===== config.mk =====
export PLATFORM = sky130hd
export DESIGN_NAME = fixed_priority_task_scheduler_unit
export DESIGN_NICKNAME = d
export VERILOG_FILES = /design/src/sv/fpts_pkg.sv /design/src/sv/fixed_priority_task_scheduler_unit.sv /design/src/sv/fpts_ctrl.sv /design/src/sv/fpts_datapath.sv
export VERILOG_INCLUDE_DIRS = /design/src /design/src/sv
export SDC_FILE = /design/constraint.sdc
export NUM_CORES = 2
export LEC_CHECK = 0
export BUFFER_PORTS_ARGS = -buffer_cell sky130_fd_sc_hd__buf_2
export CAP_MARGIN = 20
export CORE_ASPECT_RATIO = 0.7
export CORE_MARGIN = 3
export CORE_UTILIZATION = 62
export DETAILED_ROUTE_END_ITERATION = 6
export PLACE_DENSITY = 0.8
export SLEW_MARGIN = 20
export SYNTH_ARGS = -nofsm -noshare
export SYNTH_HDL_FRONTEND = slang
export SYNTH_HIERARCHICAL = 1
export SYNTH_SLANG_ARGS = --single-unit

===== constraint.sdc =====
create_clock -name i_clk -period 15.7 [get_ports i_clk]
set_input_delay 1.57 -clock i_clk [delete_from_list [all_inputs] [get_ports i_clk]]
set_output_delay 1.57 -clock i_clk [all_outputs]
set_load 0.1 [all_outputs]

===== src/sv/assert_macros.svh =====
// assertion macros shared by the scheduler rtl
// no dependencies; clock i_clk and reset i_rst_n are assumed in scope
`ifndef ASSERT_MACROS_SVH
`define ASSERT_MACROS_SVH

// implication checked on every clock outside reset
`define CHK_PROP(lbl, prop, msg) \
    lbl: assert property (@(posedge i_clk) disable iff (!i_rst_n) prop) else $error(msg);

// same check, also active during reset
`define CHK_ALWAYS(lbl, prop, msg) \
    lbl: assert property (@(posedge i_clk) prop) else $error(msg);

`endif


===== src/sv/fpts_pkg.sv =====
// package for the fixed priority task scheduler
// types, action codes and helpers shared by controller, datapath and top level
`timescale 1ns / 1ps

package fpts_pkg;

    localparam logic [1:0] ACT_TICK    = 2'd0;
    localparam logic [1:0] ACT_LOAD    = 2'd1;
    localparam logic [1:0] ACT_RELEASE = 2'd2;
    localparam logic [1:0] ACT_DELAY   = 2'd3;

    typedef enum logic [2:0] {
        ST_IDLE,
        ST_OP,
        ST_REL,
        ST_SEL,
        ST_RUN,
        ST_OUT
    } t_state;

    typedef struct packed {
        logic cap;
        logic do_op;
        logic do_rel;
        logic do_sel;
        logic do_run;
        logic idx_first;
        logic idx_next;
        logic idx_sel;
        logic out_load;
    } t_cmd;

    typedef struct packed {
        logic is_tick;
        logic last;
        logic out_free;
    } t_sts;

    function automatic logic [15:0] sat16(input logic [31:0] v);
        logic [15:0] r;
        r = (v > 32'h0000_FFFF) ? 16'hFFFF : v[15:0];
        return r;
    endfunction

endpackage


===== src/sv/fixed_priority_task_scheduler_unit.sv =====
// channel   signals                           payload
// in        i_in_valid / o_in_ready          action, slot, priority_req, period, budget,
//                                             deadline, hard, extra_ticks
// out       o_out_valid / i_out_ready        running and timing fields, switch and busy totals
//
// a tick request goes through the accept cycle, the release scan and the priority scan at one
// slot a cycle each, the run step and the load of the output register
// load, release and delay requests go through accept, one table update and the output load
// synchronous active-low reset clears slot enables, jobs, time and counters
// a held result stalls the block only in its final cycle; input is taken again once
// the output register frees
// depends on fpts_pkg, fpts_ctrl, fpts_datapath and assert_macros.svh
`timescale 1ns / 1ps
`include "assert_macros.svh"

module fixed_priority_task_scheduler_unit import fpts_pkg::*; #(
    parameter int SLOT_COUNT = 8
) (
    input  logic        i_clk,
    input  logic        i_rst_n,
    input  logic        i_in_valid,
    output logic        o_in_ready,
    input  logic [1:0]  i_action,
    input  logic [2:0]  i_slot,
    input  logic [7:0]  i_priority_req,
    input  logic [15:0] i_period,
    input  logic [15:0] i_budget,
    input  logic [15:0] i_deadline,
    input  logic        i_hard,
    input  logic [15:0] i_extra_ticks,
    output logic        o_out_valid,
    input  logic        i_out_ready,
    output logic        o_running_valid,
    output logic [2:0]  o_running_slot,
    output logic        o_switched,
    output logic        o_preempted,
    output logic        o_started,
    output logic        o_finished,
    output logic [15:0] o_response_ticks,
    output logic [15:0] o_execution_ticks,
    output logic        o_deadline_missed,
    output logic        o_hard_failure,
    output logic [31:0] o_switch_total,
    output logic [31:0] o_busy_total
);

    t_cmd cmd;
    t_sts sts;

    fpts_ctrl u_ctrl (
        .i_clk      (i_clk),
        .i_rst_n    (i_rst_n),
        .i_in_valid (i_in_valid),
        .o_in_ready (o_in_ready),
        .i_sts      (sts),
        .o_cmd      (cmd)
    );

    fpts_datapath #(.SLOT_COUNT(SLOT_COUNT)) u_dp (
        .i_clk             (i_clk),
        .i_rst_n           (i_rst_n),
        .i_cmd             (cmd),
        .o_sts             (sts),
        .i_action          (i_action),
        .i_slot            (i_slot),
        .i_priority_req    (i_priority_req),
        .i_period          (i_period),
        .i_budget          (i_budget),
        .i_deadline        (i_deadline),
        .i_hard            (i_hard),
        .i_extra_ticks     (i_extra_ticks),
        .i_out_ready       (i_out_ready),
        .o_out_valid       (o_out_valid),
        .o_running_valid   (o_running_valid),
        .o_running_slot    (o_running_slot),
        .o_switched        (o_switched),
        .o_preempted       (o_preempted),
        .o_started         (o_started),
        .o_finished        (o_finished),
        .o_response_ticks  (o_response_ticks),
        .o_execution_ticks (o_execution_ticks),
        .o_deadline_missed (o_deadline_missed),
        .o_hard_failure    (o_hard_failure),
        .o_switch_total    (o_switch_total),
        .o_busy_total      (o_busy_total)
    );

    `CHK_PROP(a_one_at_a_time, (i_in_valid && o_in_ready) |=> !o_in_ready, "accept while busy")
    `CHK_PROP(a_hard_needs_miss, (o_out_valid && o_hard_failure) |-> o_deadline_missed, "hard no miss")
    `CHK_PROP(a_idle_result, (o_out_valid && !o_running_valid) |-> (!o_switched && !o_started && !o_finished), "idle flags")
    `CHK_PROP(a_miss_on_finish, (o_out_valid && o_deadline_missed) |-> o_finished, "miss no finish")

endmodule


===== src/sv/fpts_ctrl.sv =====
// controller for the fixed priority task scheduler
// sequences accept, table update, release scan, select scan, run step and output load; uses fpts_pkg
`timescale 1ns / 1ps

module fpts_ctrl import fpts_pkg::*; (
    input  logic   i_clk,
    input  logic   i_rst_n,
    input  logic   i_in_valid,
    output logic   o_in_ready,
    input  t_sts   i_sts,
    output t_cmd   o_cmd
);

    t_state r_state, n_state;

    always_ff @(posedge i_clk) begin
        if (!i_rst_n) begin
            r_state <= ST_IDLE;
        end else begin
            r_state <= n_state;
        end
    end

    always_comb begin
        n_state = r_state;
        unique case (r_state)
            ST_IDLE: begin
                if (i_in_valid) n_state = i_sts.is_tick ? ST_REL : ST_OP;
            end
            ST_OP:  n_state = ST_OUT;
            ST_REL: begin
                if (i_sts.last) n_state = ST_SEL;
            end
            ST_SEL: begin
                if (i_sts.last) n_state = ST_RUN;
            end
            ST_RUN: n_state = ST_OUT;
            ST_OUT: begin
                if (i_sts.out_free) n_state = ST_IDLE;
            end
            default: n_state = ST_IDLE;
        endcase
    end

    always_comb begin
        o_cmd      = '0;
        o_in_ready = 1'b0;
        unique case (r_state)
            ST_IDLE: begin
                o_in_ready = 1'b1;
                o_cmd.cap  = i_in_valid;
            end
            ST_OP:  o_cmd.do_op = 1'b1;
            ST_REL: begin
                o_cmd.do_rel    = 1'b1;
                o_cmd.idx_first = i_sts.last;
                o_cmd.idx_next  = !i_sts.last;
            end
            ST_SEL: begin
                o_cmd.do_sel   = 1'b1;
                o_cmd.idx_sel  = i_sts.last;
                o_cmd.idx_next = !i_sts.last;
            end
            ST_RUN: o_cmd.do_run = 1'b1;
            ST_OUT: o_cmd.out_load = i_sts.out_free;
            default: o_cmd = '0;
        endcase
    end

endmodule


===== src/sv/fpts_datapath.sv =====
// datapath for the fixed priority task scheduler
// slot table, time and counters, selection registers and output register; uses fpts_pkg
`timescale 1ns / 1ps

module fpts_datapath import fpts_pkg::*; #(
    parameter int SLOT_COUNT = 8
) (
    input  logic        i_clk,
    input  logic        i_rst_n,
    input  t_cmd        i_cmd,
    output t_sts        o_sts,
    input  logic [1:0]  i_action,
    input  logic [2:0]  i_slot,
    input  logic [7:0]  i_priority_req,
    input  logic [15:0] i_period,
    input  logic [15:0] i_budget,
    input  logic [15:0] i_deadline,
    input  logic        i_hard,
    input  logic [15:0] i_extra_ticks,
    input  logic        i_out_ready,
    output logic        o_out_valid,
    output logic        o_running_valid,
    output logic [2:0]  o_running_slot,
    output logic        o_switched,
    output logic        o_preempted,
    output logic        o_started,
    output logic        o_finished,
    output logic [15:0] o_response_ticks,
    output logic [15:0] o_execution_ticks,
    output logic        o_deadline_missed,
    output logic        o_hard_failure,
    output logic [31:0] o_switch_total,
    output logic [31:0] o_busy_total
);

    localparam int IW = (SLOT_COUNT > 1) ? $clog2(SLOT_COUNT) : 1;

    // slot table
    logic [7:0]  r_prio     [SLOT_COUNT];
    logic [15:0] r_period   [SLOT_COUNT];
    logic [15:0] r_budget   [SLOT_COUNT];
    logic [15:0] r_deadline [SLOT_COUNT];
    logic        r_hardf    [SLOT_COUNT];
    logic [31:0] r_nrel     [SLOT_COUNT];
    logic [16:0] r_rem      [SLOT_COUNT];
    logic [31:0] r_ready_t  [SLOT_COUNT];
    logic [31:0] r_start_t  [SLOT_COUNT];
    logic [15:0] r_miss     [SLOT_COUNT];
    logic [SLOT_COUNT-1:0] r_en, r_act, r_started;

    logic [31:0] r_time, r_sw_cnt, r_busy_cnt;
    logic        r_cur_valid;
    logic [IW-1:0] r_cur_slot;

    // captured request
    logic [1:0]  r_action;
    logic        r_in_range;
    logic [7:0]  r_prio_in;
    logic [15:0] r_period_in, r_budget_in, r_deadline_in, r_extra_in;
    logic        r_hard_in;

    logic [IW-1:0] r_idx, r_sel;
    logic          r_found;
    logic [7:0]    r_best;

    // staged result
    logic        r_s_valid, r_s_sw, r_s_pre, r_s_st, r_s_fin, r_s_miss, r_s_hfail;
    logic [15:0] r_s_resp, r_s_exec;

    // values at the scan index
    logic        en_i, act_i, started_i;
    logic [32:0] nrel_sum;
    logic [17:0] rem_sum;
    logic [31:0] start_eff, total_t, exec_t, resp_t;
    logic        rel_hit, sel_hit, run_fin, run_sw, run_miss;

    assign en_i      = r_en[r_idx];
    assign act_i     = r_act[r_idx];
    assign started_i = r_started[r_idx];
    assign nrel_sum  = {1'b0, r_nrel[r_idx]} + {17'b0, r_period[r_idx]};
    assign rem_sum   = {1'b0, r_rem[r_idx]} + {2'b0, r_extra_in};
    assign rel_hit   = en_i && (r_period[r_idx] != 16'd0) && (r_time == r_nrel[r_idx]);
    assign sel_hit   = en_i && act_i && (!r_found || (r_prio[r_idx] > r_best));
    assign start_eff = started_i ? r_start_t[r_idx] : r_time;
    assign total_t   = r_time - r_ready_t[r_idx];
    assign exec_t    = r_time - start_eff;
    assign resp_t    = start_eff - r_ready_t[r_idx];
    assign run_fin   = (r_rem[r_idx] <= 17'd1);
    assign run_sw    = !r_cur_valid || (r_cur_slot != r_idx);
    assign run_miss  = total_t > {16'b0, r_deadline[r_idx]};

    assign o_sts.is_tick  = (i_action == ACT_TICK);
    assign o_sts.last     = (r_idx == IW'(SLOT_COUNT - 1));
    assign o_sts.out_free = !o_out_valid || i_out_ready;

    // capture, index and selection registers
    always_ff @(posedge i_clk) begin
        if (i_cmd.cap) begin
            r_action      <= i_action;
            r_in_range    <= (32'(i_slot) < 32'(SLOT_COUNT));
            r_prio_in     <= i_priority_req;
            r_period_in   <= i_period;
            r_budget_in   <= i_budget;
            r_deadline_in <= i_deadline;
            r_hard_in     <= i_hard;
            r_extra_in    <= i_extra_ticks;
            r_idx         <= (i_action == ACT_TICK) ? '0 : IW'(i_slot);
            r_found       <= 1'b0;
            // running slot reads zero unless the scan finds one
            r_sel         <= '0;
        end else if (i_cmd.idx_first) begin
            r_idx <= '0;
        end else if (i_cmd.idx_next) begin
            r_idx <= r_idx + 1'b1;
        end else if (i_cmd.idx_sel) begin
            r_idx <= sel_hit ? r_idx : r_sel;
        end
        if (i_cmd.do_sel && sel_hit) begin
            r_sel   <= r_idx;
            r_best  <= r_prio[r_idx];
            r_found <= 1'b1;
        end
    end

    // slot table payload
    always_ff @(posedge i_clk) begin
        if (i_cmd.do_op && r_in_range) begin
            unique case (r_action)
                ACT_LOAD: begin
                    r_prio[r_idx]     <= r_prio_in;
                    r_period[r_idx]   <= r_period_in;
                    r_budget[r_idx]   <= r_budget_in;
                    r_deadline[r_idx] <= r_deadline_in;
                    r_hardf[r_idx]    <= r_hard_in;
                    r_nrel[r_idx]     <= r_time;
                    r_rem[r_idx]      <= '0;
                    r_ready_t[r_idx]  <= '0;
                    r_start_t[r_idx]  <= '0;
                    r_miss[r_idx]     <= '0;
                end
                ACT_RELEASE: begin
                    if (en_i && !act_i) begin
                        r_rem[r_idx]     <= {1'b0, r_budget[r_idx]};
                        r_ready_t[r_idx] <= r_time;
                    end
                end
                ACT_DELAY: begin
                    if (en_i && act_i) begin
                        r_rem[r_idx] <= rem_sum[17] ? 17'h1FFFF : rem_sum[16:0];
                    end
                end
                default: ;
            endcase
        end
        if (i_cmd.do_rel && rel_hit) begin
            if (!act_i) begin
                r_rem[r_idx]     <= {1'b0, r_budget[r_idx]};
                r_ready_t[r_idx] <= r_time;
            end
            r_nrel[r_idx] <= nrel_sum[32] ? 32'hFFFF_FFFF : nrel_sum[31:0];
        end
        if (i_cmd.do_run && r_found) begin
            if (!started_i) r_start_t[r_idx] <= r_time;
            if (run_fin) begin
                r_rem[r_idx] <= '0;
                if (run_miss && r_miss[r_idx] != 16'hFFFF) r_miss[r_idx] <= r_miss[r_idx] + 1'b1;
            end else begin
                r_rem[r_idx] <= r_rem[r_idx] - 1'b1;
            end
        end
    end

    // control state of slots, time and counters
    always_ff @(posedge i_clk) begin
        if (!i_rst_n) begin
            r_en        <= '0;
            r_act       <= '0;
            r_started   <= '0;
            r_time      <= '0;
            r_sw_cnt    <= '0;
            r_busy_cnt  <= '0;
            r_cur_valid <= 1'b0;
            r_cur_slot  <= '0;
        end else begin
            if (i_cmd.do_op && r_in_range) begin
                unique case (r_action)
                    ACT_LOAD: begin
                        r_en[r_idx]      <= 1'b1;
                        r_act[r_idx]     <= 1'b0;
                        r_started[r_idx] <= 1'b0;
                        if (r_cur_valid && r_cur_slot == r_idx) r_cur_valid <= 1'b0;
                    end
                    ACT_RELEASE: begin
                        if (en_i && !act_i) begin
                            r_act[r_idx]     <= 1'b1;
                            r_started[r_idx] <= 1'b0;
                        end
                    end
                    default: ;
                endcase
            end
            if (i_cmd.do_rel && rel_hit && !act_i) begin
                r_act[r_idx]     <= 1'b1;
                r_started[r_idx] <= 1'b0;
            end
            if (i_cmd.do_run) begin
                if (r_found) begin
                    if (run_sw) r_sw_cnt <= r_sw_cnt + 1'b1;
                    r_busy_cnt       <= r_busy_cnt + 1'b1;
                    r_started[r_idx] <= 1'b1;
                    r_cur_slot       <= r_idx;
                    r_cur_valid      <= !run_fin;
                    if (run_fin) r_act[r_idx] <= 1'b0;
                end
                if (r_time != 32'hFFFF_FFFF) r_time <= r_time + 1'b1;
            end
        end
    end

    // staged result of the current request
    always_ff @(posedge i_clk) begin
        if (i_cmd.do_op || (i_cmd.do_run && !r_found)) begin
            r_s_valid <= 1'b0;
            r_s_sw    <= 1'b0;
            r_s_pre   <= 1'b0;
            r_s_st    <= 1'b0;
            r_s_fin   <= 1'b0;
            r_s_miss  <= 1'b0;
            r_s_hfail <= 1'b0;
            r_s_resp  <= '0;
            r_s_exec  <= '0;
        end else if (i_cmd.do_run) begin
            r_s_valid <= 1'b1;
            r_s_sw    <= run_sw;
            r_s_pre   <= run_sw && r_cur_valid && r_act[r_cur_slot];
            r_s_st    <= !started_i;
            r_s_fin   <= run_fin;
            r_s_miss  <= run_fin && run_miss;
            r_s_hfail <= run_fin && run_miss && r_hardf[r_idx];
            r_s_resp  <= (!started_i || run_fin) ? sat16(resp_t) : 16'd0;
            r_s_exec  <= run_fin ? sat16(exec_t) : 16'd0;
        end
    end

    // output register
    always_ff @(posedge i_clk) begin
        if (!i_rst_n) begin
            o_out_valid <= 1'b0;
        end else if (i_cmd.out_load) begin
            o_out_valid <= 1'b1;
        end else if (i_out_ready) begin
            o_out_valid <= 1'b0;
        end
    end

    always_ff @(posedge i_clk) begin
        if (i_cmd.out_load) begin
            o_running_valid   <= r_s_valid;
            o_running_slot    <= 3'(r_sel);
            o_switched        <= r_s_sw;
            o_preempted       <= r_s_pre;
            o_started         <= r_s_st;
            o_finished        <= r_s_fin;
            o_response_ticks  <= r_s_resp;
            o_execution_ticks <= r_s_exec;
            o_deadline_missed <= r_s_miss;
            o_hard_failure    <= r_s_hfail;
            o_switch_total    <= r_sw_cnt;
            o_busy_total      <= r_busy_cnt;
        end
    end

endmodule

==> impl_metrics.csv <==
group,metric,value,unit
sta,slew_headroom,23.1,%
setup_path,reg2reg_depth,14,
clocking,numCtsBuffers,155,
power_and_ir_drop,ir_drop,117,uV
synthesis,synth-simple-area-share,6.99,%
clocking,cts_tree,"yes",
synthesis,ys_types,87,
setup_path,cp-end-kind,"flop",
synthesis,synth-edff-count,1555,
route,ant_nets,0,
min_path,hp-class,"reg2reg",
synthesis,yosys.cell_count.top_type,"edfxtp_1",
die,die_y,297,um
setup_path,path_max_fanout,107,
synthesis,netlist.area_leader.share,62.4,%
sta,worst_slack,7980,ps
placement,place_hpwl,120000,um
synthesis,ys.warnings.count,6,
die,die_x,421,um
sta,rsz0062_at_grt,"false",
clocking,cts_setup_buffers,0,
global_route,grt_max_degree,108,
synthesis,synth.avg_cell_area,15.9,um^2
die,io_pins,190,
die,num_rows,105,
clocking,cts.sinks,1726,
setup_path,cp-start-kind,"flop",
global_route,globalRouteTotalUtil,30.3,%
setup_path,required,16070,ps
clocking,path_clk_slew,60,ps
flow_run,cap_viol_max_count,0,
sta,slew_violations,0,
synthesis,synth-xor-area-share,2.60,%
sta,min_period_over_period,49.2,%
die,start_util,63.1,%
power_and_ir_drop,power.leakage,28.2,nW
synthesis,syn_inst,4694,
min_path,hold_path_end,"u_dp/o_started",
sta,fin_tns_setup,0,ps
synthesis,synth_nets,4944,
setup_path,r2r_end,"u_dp/r_nrel[4][4]",
synthesis,seq_area_frac_synth,67.0,%
sta,max_freq,130,MHz
placement,io_buffers,189,
clocking,clk_latency,780,ps
route,detail_route.wl_per_cell,28.3,um
synthesis,ys.flop_type,"edfxtp_1",
global_route,grt_pass1_vias,42645,
sta,setup_viol,0,
global_route,grt_pass1_wl,280000,um
route,drcViolationCount,0,
die,coreArea,119000,um^2
route,via_count,44295,
route,firstDrtPassIters,6,
clocking,root_buffer,"clkbuf_16",
placement,routabilityCongestion,0.992,
synthesis,synth.top_cells.by_count,"edfxtp_1, mux4_2, nand2_1, nor2_1, a21oi_1",
clocking,ctsResizeCount,0,
sta,fin_crit,7720,ps
placement,dpl_worst_slack,8130,ps
synthesis,syn_area,74800,um^2
route,wl,189000,um
power_and_ir_drop,power_density,138,nW/um^2
cells_and_area,fin_nets,5180,
clocking,cts_max_level,4,
route,drtIter0Drc,6229,
synthesis,synthAdderAreaFrac,2.86,%
cells_and_area,drive_gt1_share,19.2,%
synthesis,synthMuxAreaShare,12.8,%
cells_and_area,syn_to_final_growth,11.0,%
synthesis,yosys.area.top_type,"edfxtp_1",
route,viasPerCell,6.64,
clocking,clockBufferDepth,3,
min_path,worstHoldPathCells,0,
min_path,min_from,"u_dp/r_s_st",
clocking,hold_buffers,0,
setup_path,worst-endpoint-arrival,8090,ps
setup_path,r2r_slack,7980,ps
global_route,overflow,0,
status,status,"finished clean",
global_route,antenna_found_initial,7,
die,die_area,125000,um^2
synthesis,synth_top_family_by_area,"multiplexers",
sta,hold_viol,0,
synthesis,async_flop_share,0,%
synthesis,ys_seq_elements,1726,
synthesis,synth_top_cells_by_area,"edfxtp_1, mux4_2, dfxtp_1",
setup_path,crit_type,"reg2reg",
sta,tightest_slew,1120,ps
synthesis,synth_compound_area_share,5.93,%
sta,clock_skew,35.1,ps
[through the flow]
| stage | instance area, um^2 | util (%) | hold slack, ps | cells | power [W] |
|---|---|---|---|---|---|
| floorplan | 74800 | - | 408 | 4694 | 0.00702 |
| finish | 83100 | 70.1 | 436 | 6666 | 0.0115 |
| global route | 83000 | 70.1 | 451 | 6665 | 0.0118 |
| detailed placement | 78000 | 65.8 | 418 | 6377 | 0.00769 |
| CTS | 83000 | 70.1 | 438 | 6664 | 0.0115 |
| global placement | 78000 | 65.8 | 416 | 6377 | 0.00765 |
[critical path, stage by stage, from the launching register on]
cell,delay (ps)
dfxtp_4,750
buf_12,670
buf_4,600
mux4_2,580
mux2_2,320
ha_1,340
nor2b_1,150
o21a_1,170
o21ai_0,310
a21oi_1,150
or4_1,540
a41oi_1,830
nor2_1,290
a21boi_4,960
a21oi_1,470
[report_power, final]
group	total (W)	internal (W)	switching [W]
Combinational	0.00246	0.000946	0.00152
Clock	0.00379	0.00213	0.00167
Sequential	0.00520	0.00510	0.000105
Total	0.0115	0.00817	0.00329
[state kept, by name, indices dropped and copies added (netlist names), 16 cells and up, named ones only]
register and flops:
u_dp/r_deadline_in 16, u_dp/o_switch_total 32, u_dp/r_ready_t 256, u_dp/r_prio 64, u_dp/r_rem 136, u_dp/r_deadline 128, u_dp/r_time 32, u_dp/r_extra_in 16
u_dp/r_sw_cnt 32, u_dp/r_budget 128, u_dp/o_response_ticks 16, u_dp/r_start_t 256, u_dp/r_nrel 256, u_dp/r_busy_cnt 32, u_dp/o_execution_ticks 16, u_dp/r_budget_in 16
u_dp/r_s_resp 16, u_dp/r_period 128, u_dp/r_s_exec 16, u_dp/o_busy_total 32, u_dp/r_period_in 16
[cell type report]
cell class	count	area, um^2
multi-input cells	2632	23600
flip-flops and latches	1726	50100
fillers	7445	35500
diodes	1	2.50
clock inverters	68	763
inverters	119	447
well taps	1605	2010
repair buffers	296	1790
clock buffers	219	4300
[per-layer routing]
metal	up-vias	GRT usage, %	share of wire, %
li1	18825	-	-
met1	22269	45.9	41
met2	2846	44.7	44
met3	347	7.55	13
met4	8	8.17	2.5
met5	-	0	0.033
[how the worst max path moves through the flow]
stage                           end  slack, ps  cells past startpoint
2_1_floorplan  u_dp/o_busy_total[0]       6020                      3
4_1_cts           u_dp/r_nrel[4][4]       8050                     14
3_3_place_gp         u_dp/r_s_hfail       8240                     21
3_5_place_dp      u_dp/r_nrel[4][9]       8130                     14
5_1_grt           u_dp/r_nrel[4][4]       7490                     14
6_report          u_dp/r_nrel[4][4]       7980                     14
[layout by cell type, fill, tap and decap left out, types with 35 or more instances in the layout]
master     netlist  final
edfxtp_1      1555   1555
mux4_2         344    344
nand2_1        285    285
nor2_1         223    190
buf_2           24    188
a21oi_1        188    186
dfxtp_1        171    168
ha_1           163    163
clkbuf_16        0    159
o21ai_0        156    155
xnor2_1        149    149
mux2i_1        128    127
inv_1          117    117
and2_1         115    113
buf_4            5    104
xor2_1          73     73
nand3_1         69     69
o21a_1          62     62
and3_1          61     61
nand4_1         53     53
clkbuf_1       148     50
a21o_1          49     49
nand2b_1        41     41
nor3_1          38     35
[logic make-up (layout without fill, tap and decap cells)]
group / count (synthesis) / after routing
mux: 514 / 514
compound gates: 687 / 687
xor+xnor: 222 / 222
other cells: 0 / 1
fa+ha+maj: 168 / 168
buf+inv: 336 / 702
flops: 1726 / 1726
simple gates: 1041 / 1041
(Power assumes the default switching activity.)
